File: config.mk
export PLATFORM = sky130hd
export DESIGN_NAME = serial_frame_parser_sum8_unit_flat
export DESIGN_NICKNAME = d
export VERILOG_FILES = /design/src/rtl/sfps_pkg.sv /design/src/rtl/sfps_in_if.sv /design/src/rtl/sfps_out_if.sv /design/src/rtl/serial_frame_parser_sum8_unit.sv /design/src/rtl/sfps_apb_regs.sv /design/src/flat_wrapper.sv
export SDC_FILE = /design/constraint.sdc
export NUM_CORES = 1
export LEC_CHECK = 0
export ABC_CLOCK_PERIOD_IN_PS = 7600
export BUFFER_PORTS_ARGS = -buffer_cell sky130_fd_sc_hd__buf_2
export CAP_MARGIN = 10
export CORE_ASPECT_RATIO = 1.25
export CORE_MARGIN = 4
export CORE_UTILIZATION = 40
export CTS_BUF_LIST = sky130_fd_sc_hd__clkbuf_8
export DETAILED_ROUTE_END_ITERATION = 10
export GPL_TIMING_DRIVEN = 0
export PLACE_DENSITY = 0.72
export SYNTH_ARGS = -nofsm -noshare
export SYNTH_HDL_FRONTEND = slang
export SYNTH_SLANG_ARGS = --single-unit
export TNS_END_PERCENT = 30
File: constraint.sdc
create_clock -name clk -period 7.6 [get_ports clk]
set_input_delay 1.9 -clock clk [delete_from_list [all_inputs] [get_ports clk]]
set_output_delay 1.9 -clock clk [all_outputs]
set_load 0.01 [all_outputs]
File: src/rtl/sfps_pkg.sv
// sfps_pkg: shared widths, result kind codes and register map of the frame parser
// no dependencies; compiled first

package sfps_pkg;

	localparam int unsigned BYTE_W = 8;
	localparam int unsigned LEN_W  = 16;
	localparam int unsigned KIND_W = 2;

	typedef logic [BYTE_W-1:0] byte_t;
	typedef logic [LEN_W-1:0]  len_t;
	typedef logic [KIND_W-1:0] kind_t;

	// result kinds
	localparam kind_t KIND_PAYLOAD = 2'd0;
	localparam kind_t KIND_GOOD    = 2'd1;
	localparam kind_t KIND_BAD     = 2'd2;

	// header bytes
	localparam byte_t HDR_FIRST  = 8'h55;
	localparam byte_t HDR_SECOND = 8'hAA;

	// configuration port
	localparam int unsigned PADDR_W  = 3;
	localparam int unsigned PDATA_W  = 32;
	localparam int unsigned REG_IDX_W = 1;
	typedef logic [REG_IDX_W-1:0] reg_idx_t;
	localparam reg_idx_t REG_MAX_DATA_LEN = 1'd0;
	localparam len_t MAX_DATA_LEN_RST = 16'd256;

endpackage

File: src/rtl/sfps_in_if.sv
// sfps_in_if: valid/ready channel carrying one received serial byte
// depends on sfps_pkg

interface sfps_in_if import sfps_pkg::*; ();
	logic  valid;
	logic  ready;
	byte_t rx_byte;

	modport source(output valid, output rx_byte, input ready);
	modport sink(input valid, input rx_byte, output ready);
endinterface

File: src/rtl/sfps_out_if.sv
// sfps_out_if: valid/ready channel carrying one parser result
// depends on sfps_pkg

interface sfps_out_if import sfps_pkg::*; ();
	logic  valid;
	logic  ready;
	kind_t kind;
	byte_t payload_byte;
	len_t  byte_index;
	byte_t frame_version;
	byte_t frame_command;
	len_t  frame_length;

	modport source(output valid, output kind, output payload_byte, output byte_index,
		output frame_version, output frame_command, output frame_length, input ready);
	modport sink(input valid, input kind, input payload_byte, input byte_index,
		input frame_version, input frame_command, input frame_length, output ready);
endinterface

File: src/rtl/serial_frame_parser_sum8_unit.sv
// serial_frame_parser_sum8_unit: top level of the 55/aa framed byte parser with 8-bit sum
// depends on sfps_pkg, sfps_in_if, sfps_out_if, sfps_apb_regs
//
//  channel   dir  protocol      payload
//  rx        in   valid/ready   rx_byte
//  res       out  valid/ready   kind, payload_byte, byte_index, frame_version,
//                               frame_command, frame_length
//  apb       in   apb-style     max_data_len at byte address 0
//
// one byte per cycle sustained while res drains; a request is registered in the input stage,
// and its result, if any, is registered in the result register that drives res
// the parse step is a single compare/add/update between the input stage and the
// result register, so a new byte is taken every cycle while res keeps draining
// arst_n clears the parser to the header hunt, the sum and counters to zero and
// max_data_len to 256
// a stalled res only holds the input stage when the waiting byte makes a result

module serial_frame_parser_sum8_unit import sfps_pkg::*; (
	input  logic               clk,
	input  logic               arst_n,
	sfps_in_if.sink            rx,
	sfps_out_if.source         res,
	input  logic               psel,
	input  logic               penable,
	input  logic               pwrite,
	input  logic [PADDR_W-1:0] paddr,
	input  logic [PDATA_W-1:0] pwdata,
	output logic [PDATA_W-1:0] prdata,
	output logic               pready
);

	typedef enum logic [2:0] {
		PH_HUNT, PH_HDR2, PH_VER, PH_CMD, PH_LENHI, PH_LENLO, PH_DATA, PH_SUM
	} phase_t;

	len_t max_data_len;

	sfps_apb_regs u_regs (
		.clk          (clk),
		.arst_n       (arst_n),
		.psel         (psel),
		.penable      (penable),
		.pwrite       (pwrite),
		.paddr        (paddr),
		.pwdata       (pwdata),
		.prdata       (prdata),
		.pready       (pready),
		.max_data_len (max_data_len)
	);

	// input stage
	logic  s1_valid_q;
	byte_t rx_byte_s1;

	// parser state
	phase_t phase_q, phase_d;
	byte_t  sum_q, sum_d;
	len_t   count_q, count_d;
	byte_t  version_q, version_d;
	byte_t  command_q, command_d;
	len_t   length_q, length_d;

	// result register
	logic  out_valid_q;
	kind_t kind_q, kind_d;
	byte_t pbyte_q, pbyte_d;
	len_t  index_q, index_d;

	logic  has_result;
	logic  out_free;
	logic  advance;
	len_t  len_full;
	len_t  count_inc;
	byte_t sum_add;

	// the byte in the input stage makes a result only in the payload and checksum phases
	assign has_result = s1_valid_q && ((phase_q == PH_DATA) || (phase_q == PH_SUM));
	assign out_free   = !out_valid_q || res.ready;
	assign advance    = s1_valid_q && (!has_result || out_free);
	assign rx.ready   = !s1_valid_q || advance;

	always_ff @(posedge clk or negedge arst_n) begin
		if (!arst_n) begin
			s1_valid_q <= 1'b0;
			rx_byte_s1 <= '0;
		end else if (rx.ready) begin
			s1_valid_q <= rx.valid;
			rx_byte_s1 <= rx.rx_byte;
		end
	end

	assign len_full  = {length_q[LEN_W-1:BYTE_W], rx_byte_s1};
	assign count_inc = count_q + len_t'(1);
	assign sum_add   = sum_q + rx_byte_s1;

	// one parse step for the byte in the input stage
	always_comb begin
		phase_d   = phase_q;
		sum_d     = sum_q;
		count_d   = count_q;
		version_d = version_q;
		command_d = command_q;
		length_d  = length_q;
		kind_d    = KIND_PAYLOAD;
		pbyte_d   = '0;
		index_d   = '0;
		unique case (phase_q)
			PH_HUNT: begin
				if (rx_byte_s1 == HDR_FIRST) begin
					sum_d   = HDR_FIRST;
					phase_d = PH_HDR2;
				end
			end
			PH_HDR2: begin
				// a bad second header byte is not retried as a first one
				if (rx_byte_s1 == HDR_SECOND) begin
					sum_d   = sum_add;
					phase_d = PH_VER;
				end else begin
					phase_d = PH_HUNT;
					sum_d   = '0;
					count_d = '0;
				end
			end
			PH_VER: begin
				version_d = rx_byte_s1;
				sum_d     = sum_add;
				phase_d   = PH_CMD;
			end
			PH_CMD: begin
				command_d = rx_byte_s1;
				sum_d     = sum_add;
				phase_d   = PH_LENHI;
			end
			PH_LENHI: begin
				length_d = {rx_byte_s1, {BYTE_W{1'b0}}};
				sum_d    = sum_add;
				phase_d  = PH_LENLO;
			end
			PH_LENLO: begin
				length_d = len_full;
				count_d  = '0;
				if (len_full > max_data_len) begin
					// oversize frame dropped without a result
					phase_d = PH_HUNT;
					sum_d   = '0;
				end else begin
					sum_d   = sum_add;
					phase_d = (len_full == '0) ? PH_SUM : PH_DATA;
				end
			end
			PH_DATA: begin
				kind_d  = KIND_PAYLOAD;
				pbyte_d = rx_byte_s1;
				index_d = count_q;
				sum_d   = sum_add;
				count_d = count_inc;
				if (count_inc >= length_q) begin
					phase_d = PH_SUM;
				end
			end
			PH_SUM: begin
				kind_d  = (rx_byte_s1 == sum_q) ? KIND_GOOD : KIND_BAD;
				phase_d = PH_HUNT;
				sum_d   = '0;
				count_d = '0;
			end
			default: begin
				phase_d = PH_HUNT;
			end
		endcase
	end

	// parser state and result register
	always_ff @(posedge clk or negedge arst_n) begin
		if (!arst_n) begin
			phase_q     <= PH_HUNT;
			sum_q       <= '0;
			count_q     <= '0;
			version_q   <= '0;
			command_q   <= '0;
			length_q    <= '0;
			out_valid_q <= 1'b0;
			kind_q      <= KIND_PAYLOAD;
			pbyte_q     <= '0;
			index_q     <= '0;
		end else begin
			// a new result refills the register, otherwise a taken one empties it
			if (advance && has_result) begin
				out_valid_q <= 1'b1;
			end else if (res.ready) begin
				out_valid_q <= 1'b0;
			end
			if (advance) begin
				phase_q   <= phase_d;
				sum_q     <= sum_d;
				count_q   <= count_d;
				version_q <= version_d;
				command_q <= command_d;
				length_q  <= length_d;
				if (has_result) begin
					kind_q  <= kind_d;
					pbyte_q <= pbyte_d;
					index_q <= index_d;
				end
			end
		end
	end

	// frame fields stay unchanged between a result and the next request that makes one
	logic  held_en;
	byte_t res_version_q;
	byte_t res_command_q;
	len_t  res_length_q;

	assign held_en = advance && has_result;

	always_ff @(posedge clk or negedge arst_n) begin
		if (!arst_n) begin
			res_version_q <= '0;
			res_command_q <= '0;
			res_length_q  <= '0;
		end else if (held_en) begin
			res_version_q <= version_q;
			res_command_q <= command_q;
			res_length_q  <= length_q;
		end
	end

	assign res.valid         = out_valid_q;
	assign res.kind          = kind_q;
	assign res.payload_byte  = pbyte_q;
	assign res.byte_index    = index_q;
	assign res.frame_version = res_version_q;
	assign res.frame_command = res_command_q;
	assign res.frame_length  = res_length_q;

`ifndef SYNTH
	// a byte waiting on a full result register must hold in the input stage
	a_s1_hold: assert property (@(posedge clk) disable iff (!arst_n)
		(s1_valid_q && !advance) |=> (s1_valid_q && $stable(rx_byte_s1)))
		else $error("input stage lost a waiting byte");

	// the payload counter never reaches the declared length while in the payload phase
	a_count_range: assert property (@(posedge clk) disable iff (!arst_n)
		(phase_q == PH_DATA) |-> (count_q < length_q))
		else $error("payload count overran frame length");

	// payload results carry an index inside the declared length
	a_index_range: assert property (@(posedge clk) disable iff (!arst_n)
		(res.valid && (res.kind == KIND_PAYLOAD)) |-> (res.byte_index < res.frame_length))
		else $error("payload index outside frame");

	// verdicts carry zero payload fields
	a_verdict_clean: assert property (@(posedge clk) disable iff (!arst_n)
		(res.valid && (res.kind != KIND_PAYLOAD)) |->
		((res.payload_byte == '0) && (res.byte_index == '0)))
		else $error("verdict carries payload data");
`endif

endmodule

File: src/rtl/sfps_apb_regs.sv
// sfps_apb_regs: apb-style register file holding the maximum payload length
// depends on sfps_pkg

module sfps_apb_regs import sfps_pkg::*; (
	input  logic               clk,
	input  logic               arst_n,
	input  logic               psel,
	input  logic               penable,
	input  logic               pwrite,
	input  logic [PADDR_W-1:0] paddr,
	input  logic [PDATA_W-1:0] pwdata,
	output logic [PDATA_W-1:0] prdata,
	output logic               pready,
	output len_t               max_data_len
);

	reg_idx_t reg_idx;
	logic     wr_en;
	len_t     max_data_len_q;

	assign reg_idx = paddr[PADDR_W-1 -: REG_IDX_W];
	assign pready  = 1'b1;
	assign wr_en   = psel && penable && pwrite && pready;

	always_ff @(posedge clk or negedge arst_n) begin
		if (!arst_n) begin
			max_data_len_q <= MAX_DATA_LEN_RST;
		end else if (wr_en && (reg_idx == REG_MAX_DATA_LEN)) begin
			max_data_len_q <= pwdata[LEN_W-1:0];
		end
	end

	always_comb begin
		prdata = '0;
		unique case (reg_idx)
			REG_MAX_DATA_LEN: prdata = {{(PDATA_W-LEN_W){1'b0}}, max_data_len_q};
			default:          prdata = '0;
		endcase
	end

	assign max_data_len = max_data_len_q;

endmodule

File: src/flat_wrapper.sv
// flat-port wrapper written by rule: the top's interface ports become plain ports
module serial_frame_parser_sum8_unit_flat import sfps_pkg::*;
  (clk, arst_n, psel, penable, pwrite, paddr, pwdata, prdata, pready, rx_valid, rx_rx_byte, rx_ready, res_valid, res_kind, res_payload_byte, res_byte_index, res_frame_version, res_frame_command, res_frame_length, res_ready);
  sfps_in_if rx_i ();
  sfps_out_if res_i ();
  input  logic clk;
  input  logic arst_n;
  input  logic psel;
  input  logic penable;
  input  logic pwrite;
  input  logic [PADDR_W-1:0] paddr;
  input  logic [PDATA_W-1:0] pwdata;
  output logic [PDATA_W-1:0] prdata;
  output logic pready;
  input wire logic [$bits(rx_i.valid)-1:0] rx_valid;
  input wire logic [$bits(rx_i.rx_byte)-1:0] rx_rx_byte;
  output wire logic [$bits(rx_i.ready)-1:0] rx_ready;
  output wire logic [$bits(res_i.valid)-1:0] res_valid;
  output wire logic [$bits(res_i.kind)-1:0] res_kind;
  output wire logic [$bits(res_i.payload_byte)-1:0] res_payload_byte;
  output wire logic [$bits(res_i.byte_index)-1:0] res_byte_index;
  output wire logic [$bits(res_i.frame_version)-1:0] res_frame_version;
  output wire logic [$bits(res_i.frame_command)-1:0] res_frame_command;
  output wire logic [$bits(res_i.frame_length)-1:0] res_frame_length;
  input wire logic [$bits(res_i.ready)-1:0] res_ready;
  assign rx_i.valid = rx_valid;
  assign rx_i.rx_byte = rx_rx_byte;
  assign rx_ready = rx_i.ready;
  assign res_valid = res_i.valid;
  assign res_kind = res_i.kind;
  assign res_payload_byte = res_i.payload_byte;
  assign res_byte_index = res_i.byte_index;
  assign res_frame_version = res_i.frame_version;
  assign res_frame_command = res_i.frame_command;
  assign res_frame_length = res_i.frame_length;
  assign res_i.ready = res_ready;
  serial_frame_parser_sum8_unit u_core (.clk(clk), .arst_n(arst_n), .rx(rx_i), .res(res_i), .psel(psel), .penable(penable), .pwrite(pwrite), .paddr(paddr), .pwdata(pwdata), .prdata(prdata), .pready(pready));
endmodule
==> results of run 1 <==
## kinds of logic after synthesis
group / share of synthesized area
AOI/OAI and AO/OA: 0.120
xor gates and xnor gates: 0.0269
adders and majority gates: 0.0727
buffers and inverters: 0.0561
DFF: 0.500
muxes: 0.0865
other: 0.00105
and+or+nand+nor: 0.137
## state kept, by name, indices dropped and copies added, names as in the netlist, 16 cells and up
register                    count
u_core.count_q                 16
u_core.length_q                16
u_core.res.byte_index          16
u_core.res.frame_length        16
u_core.u_regs.max_data_len     16
## worst register-to-register path, delay by kind of cell (launching register included)
family | cells | cell delay (ns)
AO/OA/AOI/OAI | 5 | 0.89
AND/OR/NAND/NOR | 3 | 1.00
flip-flops | 1 | 0.52
XOR/XNOR | 1 | 0.15
adder cells (fa/ha/maj) | 2 | 0.68
## per-layer routing
layer | GRT usage | vias up | part of all wire
li1 | - | 2730 | -
met1 | 0.210 | 2659 | 0.40
met2 | 0.326 | 136 | 0.53
met3 | 0.0270 | 31 | 0.044
met4 | 0.0819 | 0 | 0.025
met5 | 0 | - | 0
## area by class of cell
| cell class | count | area [µm²] | share of cell area |
|---|---|---|---|
| buffer | 48 | 251 | 0.0297 |
| inverter | 40 | 150 | 0.0177 |
| clock buffer | 17 | 234 | 0.0276 |
| tap | 224 | 280 | 0.0331 |
| clock inverter | 15 | 173 | 0.0204 |
| timing repair buffer | 107 | 564 | 0.0666 |
| multi-input combinational | 502 | 3230 | 0.382 |
| sequential | 143 | 3580 | 0.423 |
## cells in the final DEF, fill, tap and decap left out, drive strengths merged, types with 2 or more instances in the layout
cell	count
nor3	10
dfrtp	142
mux2	55
clkbuf	41
nand2b	4
a31oi	2
o211ai	2
nor2	39
a22o	5
o31ai	9
and3	6
buf	131
clkinv	5
ha	40
a32o	3
nand4	10
nand2	116
nor2b	3
and4	2
a21oi	25
nor4	6
xor2	7
conb	17
nand3	22
a21o	9
xnor2	15
o21ai	76
inv	48
## power by group
part	switching [mW]	internal, mW
registers	0.154	1.02
logic	0.581	0.425
clock network	0.340	0.276
## worst max path at each step
stage / start / to / depth (start not counted)
after floorplan: res_ready / rx_ready / 3
after global placement: res_ready / rx_ready / 5
after detailed placement: res_ready / rx_ready / 5
after CTS: res_ready / rx_ready / 5
after global routing: res_ready / rx_ready / 5
final: res_ready / rx_ready / 5
==> reports/metrics.yaml, run 1 <==
status: "finished clean"
ir_drop_uv: 97.9
path_buf_inv: 3
power_density_nw_per_um2: 330
cts_root_buf: "clkbuf_8"
num-fill-cells: 1669
dieArea_um2: 20100
clk_pin_slew_worst_paths_ns: 0.08
hold_violations: 0
gp_congestion: 0.858
hold_path.class: "flip-flop to flip-flop"
synth_common_cells: "dfrtp_1 (142), nand2_1 (116), o21ai_0 (76), mux2_2 (55)"
vias: 5556
syn-cell-area_um2: 7160
min_to: "u_core.res.byte_index[8]$_DFFE_PN0P_"
synth_warnings: 0
ys_async_sr_fraction: 1.00
htree_num_levels: 4
viasPerCell: 5.07
hpwl_mm: 13.0
dr.pass1.iters: 4
timing.final.ws_setup_ns: 2.38
placed_cell_area_um2: 8060
hp-start: "u_core.res.byte_index[8]$_DFFE_PN0P_"
holdPathStages: 2
antenna_found_initial: 0
fin_hold_ws_ns: 0.475
wl_per_cell_um: 16.0
cts_hold_buffers: 0
r2r-start: "u_core.count_q[0]$_DFFE_PN0P_"
row_count: 54
gr-usage-all-layers: 0.180
final_antenna_net_count: 0
final_util: 0.484
synth-seq-area-share: 0.500
post_cts_resized: 0
drc: 0
core_area_um2: 17500
synth_flop_cell: "dfrtp_1"
cp-start-kind: "primary input"
yosysTopAreaCell: "dfrtp_1"
cts_setup_buffers: 0
cp_max_fo: 9
cp.required_ns: 5.70
critPathMaxStageDelay_ns: 0.70
cp.arrival_ns: 3.32
cp_slowest_cell: "nor2_1"
rsz0062_at_grt: "false"
initial_core_util: 0.409
r2r_setup_slack_ns: 4.25
clk_latency_ns: 0.46
synth_area_leaders: "dfrtp_1 (50%), mux2_2 (8.7%), ha_1 (7.0%)"
tns_ns: 0
routed_wirelength_mm: 17.6
clock_sinks: 143
synth_cell_types: 51
die_h_um: 158
post-synth-top-count-cell: "dfrtp_1"
worst_pin_slew_ns: 0.872
synth_top_area_frac: 0.496
final_area_um2: 8470
worstSetupPathType: "primary input to output pin"
fin_skew_ns: 0.0116
die_w_um: 128
path_common_cell: "buf_2"
syn_avg_cell_area_um2: 9.97
setup_violations: 0
io_pins: 143
clockBufferDepth: 2
max_cap_violations: 0
slew_violations: 0
synthCells: 718
cts_buffers: 17
slew_headroom: 0.403
ys_ff_latch: 143
period_needed_ns: 5.22
drt_iter0_drc: 365
grt_overflow: 0
grt_pass1_wl_mm: 28.6
synth_edf_count: 0
fin_crit_sh: 0.687
crit_family: "simple AND/OR/NAND/NOR gates"
drive_gt1_frac: 0.252
dp_cells: 1064
syn_to_final_growth_pct: 18.3
worstReg2RegEnd: "u_core.phase_q[0]$_DFFE_PN0P_"
finish.net_count: 950
grt_pass1_vias: 5642
p_leak_nw: 4.20
reg2regPathDepth: 11
end_kind: "output pin"
final_cells: 1096
p_total_mw: 2.80
n_antenna_cell: 0
cts_tree: "yes"
dp_slack_ns: 2.37
fmax_ghz: 0.192
io_buffers: 106
crit_chain: "buf_2, nand2b_1, nor2_1, inv_1, buf_2"
grt_max_degree: 101
Power figures use the tool's default switching activity.
==> run 2: changes to the inputs <==
Settings changed: ABC_CLOCK_PERIOD_IN_PS 7600 to 4500, PLACE_DENSITY 0.72 to 0.74.
Clock period 7.6 ns to 4.5 ns, I/O delays scaled along.
==> reports/metrics.yaml, run 2 (same netlist as run 1, synthesis figures left out) <==
drc: 0
htree_num_levels: 4
power_density_nw_per_um2: 548
final_antenna_net_count: 0
die_h_um: 158
timing.final.ws_setup_ns: 0.815
min_to: "u_core.res.frame_length[6]$_DFFE_PN0P_"
cts_root_buf: "clkbuf_8"
cts_setup_buffers: 0
drive_gt1_frac: 0.251
crit_path_start: "res_ready"
final_cell_mix: "dfrtp_1 (142), nand2_1 (116), buf_2 (108)"
io_buffers: 106
holdPathStages: 2
cts_hold_buffers: 0
hold_path.class: "flip-flop to flip-flop"
drt_iter0_drc: 428
clockBufferDepth: 2
viasPerCell: 5.09
max_cap_violations: 0
worstSetupPathType: "primary input to output pin"
clk_latency_ns: 0.47
dieArea_um2: 20100
fmax_ghz: 0.271
io_pins: 143
final_common_cell: "dfrtp_1"
dp_slack_ns: 0.816
wl_per_cell_um: 15.7
fin_crit_sh: 0.819
period_needed_ns: 3.68
grt_pass1_vias: 5611
tns_ns: 0
ir_drop_uv: 182
p_leak_nw: 4.18
cts_buffers: 17
core_area_um2: 17500
cp-start-kind: "primary input"
row_count: 54
routed_wirelength_mm: 17.2
clock_sinks: 143
fin_skew_ns: 0.0158
vias: 5584
grt_pass1_wl_mm: 28.4
status: "finished clean"
cp_max_fo: 9
grt_max_degree: 76
gr-usage-all-layers: 0.179
cts_tree: "yes"
num-fill-cells: 1654
p_total_mw: 4.61
dr.pass1.iters: 5
gp_congestion: 0.863
hpwl_mm: 12.8
slew_headroom: 0.380
worst_pin_slew_ns: 0.907
setup_violations: 0
r2r-start: "u_core.count_q[0]$_DFFE_PN0P_"
initial_core_util: 0.409
cp.required_ns: 3.38
cp.arrival_ns: 2.56
post_cts_resized: 0
hold_violations: 0
syn_to_final_growth_pct: 17.6
r2r_setup_slack_ns: 1.24
n_antenna_cell: 0
rsz0062_at_grt: "false"
slew_violations: 0
die_w_um: 128
worstReg2RegEnd: "u_core.phase_q[0]$_DFFE_PN0P_"
grt_overflow: 0
reg2regPathDepth: 11
finish.net_count: 950
hp-start: "u_core.res.frame_length[6]$_DFFE_PN0P_"
antenna_found_initial: 0
end_kind: "output pin"
clk_pin_slew_worst_paths_ns: 0.08
run 2: how the worst max path moves through the flow:
stage | depth (start not counted) | slack, ns | endpoint
final | 5 | 0.82 | rx_ready
after global routing | 5 | 0.71 | rx_ready
after CTS | 5 | 0.81 | rx_ready
after detailed placement | 5 | 0.82 | rx_ready
after global placement | 1 | 0.27 | u_core.u_regs.max_data_len[5]$_DFFE_PN0P_
after floorplan | 3 | 1.51 | rx_ready
run 2: area by class of cell:
class / count / area, µm² / share of cell area
timing repair buffer: 107 / 564 / 0.0670
clock buffer: 17 / 234 / 0.0278
tap: 224 / 280 / 0.0333
multi-input combinational: 502 / 3230 / 0.384
sequential: 143 / 3580 / 0.425
clock inverter: 15 / 126 / 0.0150
buffer: 48 / 251 / 0.0299
inverter: 40 / 150 / 0.0178
run 2: report_power, final:
group	switching (mW)	total (mW)	internal, mW
logic	0.963	1.68	0.717
clock network	0.557	0.957	0.400
registers	0.254	1.98	1.72
run 2: through the flow:
stage / cell area, µm² / cells / util / hold WS [ns]
2_1_floorplan: 7220 / 733 / - / 0.446
3_3_place_gp: 8030 / 1063 / 0.459 / 0.457
3_5_place_dp: 8060 / 1064 / 0.461 / 0.464
4_1_cts: 8420 / 1096 / 0.481 / 0.482
5_1_grt: 8420 / 1096 / 0.481 / 0.505
6_report: 8420 / 1096 / 0.481 / 0.475
run 2: routing by layer:
| metal | track usage | vias up | part of all wire |
|---|---|---|---|
| met2 | 0.318 | 157 | 0.52 |
| met1 | 0.214 | 2663 | 0.41 |
| met5 | 0 | - | 0 |
| met3 | 0.0327 | 29 | 0.048 |
| met4 | 0.0703 | 0 | 0.025 |
| li1 | - | 2735 | - |
run 2: critical path, cell delays in order:
cell      delay, ns
buf_2          0.09
nand2b_1       0.24
nor2_1         0.72
inv_1          0.18
buf_2          0.19
==> run 3: changes to the inputs <==
Settings changed: ABC_AREA from default to 1, ABC_CLOCK_PERIOD_IN_PS 4500 to 3400, PLACE_DENSITY 0.74 to 0.72.
Clock period 4.5 ns to 3.4 ns, I/O delays scaled along.
==> reports/metrics.yaml, run 3 <==
grt_overflow: 0
power_density_nw_per_um2: 562
drt_iter0_drc: 346
syn_avg_cell_area_um2: 8.78
final_antenna_net_count: 0
synth_top_area_frac: 0.492
synth_warnings: 0
finish.net_count: 1054
die_w_um: 128
end_kind: "flip-flop"
hold_violations: 0
post_cts_resized: 0
drive_gt1_frac: 0.211
cp.required_ns: 3.75
clockBufferDepth: 2
cts_hold_buffers: 0
clk_pin_slew_worst_paths_ns: 0.08
final_util: 0.488
placed_cell_area_um2: 8120
setup_violations: 0
syn-cell-area_um2: 7220
synth_flop_cell: "dfrtp_1"
ys_async_sr_fraction: 1.00
dr.pass1.iters: 5
synth-seq-area-share: 0.496
htree_num_levels: 4
grt_pass1_wl_mm: 29.3
final_area_um2: 8570
antenna_found_initial: 0
row_count: 54
io_buffers: 106
dieArea_um2: 20300
grt_pass1_vias: 5910
status: "finished clean"
yosysTopAreaCell: "dfrtp_1"
n_antenna_cell: 0
seqCellArea_um2: 3580
hpwl_mm: 13.4
max_cap_violations: 0
synth_common_cells: "nand2_1 (211), dfrtp_1 (142), inv_1 (78), nor2_1 (55), o21ai_0 (46)"
clk_latency_ns: 0.46
fmax_ghz: 0.331
ir_drop_uv: 264
cts_setup_buffers: 0
synth_edf_count: 0
tns_ns: 0
io_pins: 143
vias: 5942
cts_tree: "yes"
clock_sinks: 143
top_layer: "met4"
num-fill-cells: 1702
cts_buffers: 17
viasPerCell: 4.95
dp_slack_ns: 0.470
hold_path.class: "primary input to asynchronous set/reset pin"
drc: 0
period_needed_ns: 3.02
syn_to_final_growth_pct: 18.6
die_h_um: 158
grt_max_degree: 86
wirelength_met1_mm: 7.67
synth_cell_types: 45
fin_skew_ns: 0.00757
slew_headroom: 0.624
synthCells: 822
initial_core_util: 0.411
cp.arrival_ns: 3.37
final_cell_mix: "nand2_1 (211), dfrtp_1 (142), buf_2 (112)"
wl_per_cell_um: 14.9
wl_met3_um: 807
timing.final.ws_setup_ns: 0.380
rsz0062_at_grt: "false"
worst_pin_slew_ns: 0.564
routed_wirelength_mm: 17.9
gp_congestion: 0.849
final_common_cell: "nand2_1"
ys_ff_latch: 143
post-synth-top-count-cell: "nand2_1"
fin_crit_sh: 0.888
p_leak_nw: 4.50
cts_root_buf: "clkbuf_8"
dr_wl_met2_mm: 8.99
cp_max_fo: 6
synth_area_leaders: "dfrtp_1 (49%), nand2_1 (11%), ha_1 (6.9%)"
slew_violations: 0
gr-usage-all-layers: 0.184
cp-start-kind: "flip-flop"
core_area_um2: 17600
worstSetupPathType: "flip-flop to flip-flop"
multiInputGateArea_um2: 3090
-- run 3: cell count changes after synthesis, moves of 16 or more --
cell	change
nand2_1	+95
o21ai_1	+16
nor2_1	+16
mux2_2	-55
inv_1	+38
o21ai_0	-30
-- run 3: final cells by class --
class,count,share of cell area
inverter,89,0.0393
clock buffer,18,0.0289
buffer,44,0.0313
multi-input combinational,561,0.361
tap,224,0.0327
clock inverter,14,0.0229
sequential,143,0.418
timing repair buffer,107,0.0659
-- run 3: where the power goes --
group | switching [mW] | internal, mW | total (mW)
sequential | 0.128 | 1.91 | 2.04
combinational | 0.786 | 0.471 | 1.26
clock | 0.640 | 0.880 | 1.52
-- run 3: metrics by stage --
| step | instances | power (mW) | hold WS, ns |
|---|---|---|---|
| final | 1200 | 4.81 | 0.353 |
| after global routing | 1200 | 5.11 | 0.383 |
| after CTS | 1200 | 4.84 | 0.358 |
| after detailed placement | 1168 | 3.33 | 0.454 |
| after global placement | 1167 | 3.29 | 0.451 |
| after floorplan | 837 | 2.97 | 0.449 |
-- run 3: per-layer routing --
layer,vias to the layer above,GRT usage
met3,32,0.0395
met4,0,0.0718
met1,2812,0.224
li1,2948,-
met2,150,0.319
met5,-,0
-- run 3: cell families (layout without fill, tap and decap cells) --
kind of cell | after synthesis | count (layout) | share of synthesized area
AO/OA/AOI/OAI | 148 | 148 | 0.118
XOR/XNOR | 18 | 18 | 0.0218
adder cells (fa/ha/maj) | 41 | 41 | 0.0721
buffers and inverters | 133 | 272 | 0.0837
flip-flops | 143 | 143 | 0.496
other | 2 | 17 | 0.00104
AND/OR/NAND/NOR | 337 | 337 | 0.207
-- run 3: path summary, 6_finish.rpt --
kind | start | to | slack, ns | depth (start not counted)
worst min-delay path | arst_n | u_core.res.frame_version[7]$_DFFE_PN0P_ | 0.35 | 1
worst max register to register | u_core.count_q[0]$_DFFE_PN0P_ | u_core.phase_q[2]$_DFFE_PN0P_ | 0.38 | 16
worst min register to register | u_core.res.frame_command[5]$_DFFE_PN0P_ | u_core.res.frame_command[5]$_DFFE_PN0P_ | 0.47 | 2
max in group asynchronous | arst_n | u_core.u_regs.max_data_len[8]$_DFFE_PN1P_ | 2.24 | 2
min in group clk | u_core.res.frame_command[5]$_DFFE_PN0P_ | u_core.res.frame_command[5]$_DFFE_PN0P_ | 0.47 | 2
worst max-delay path | u_core.count_q[0]$_DFFE_PN0P_ | u_core.phase_q[2]$_DFFE_PN0P_ | 0.38 | 16
-- run 3: worst max-delay path, cell delays in order (launching register included) --
cell and delay [ns]:
dfrtp_1 0.48, ha_1 0.24, nand3_1 0.15, nor2_1 0.16, nand2_1 0.11, nor3_2 0.17, nand3_1 0.12, xor2_1 0.26
inv_1 0.08, ha_1 0.29, nand4_1 0.08, nor3_1 0.27, nand3_1 0.11, nand4_1 0.14, nand2_2 0.09, nand2_1 0.08
nand2_1 0.06
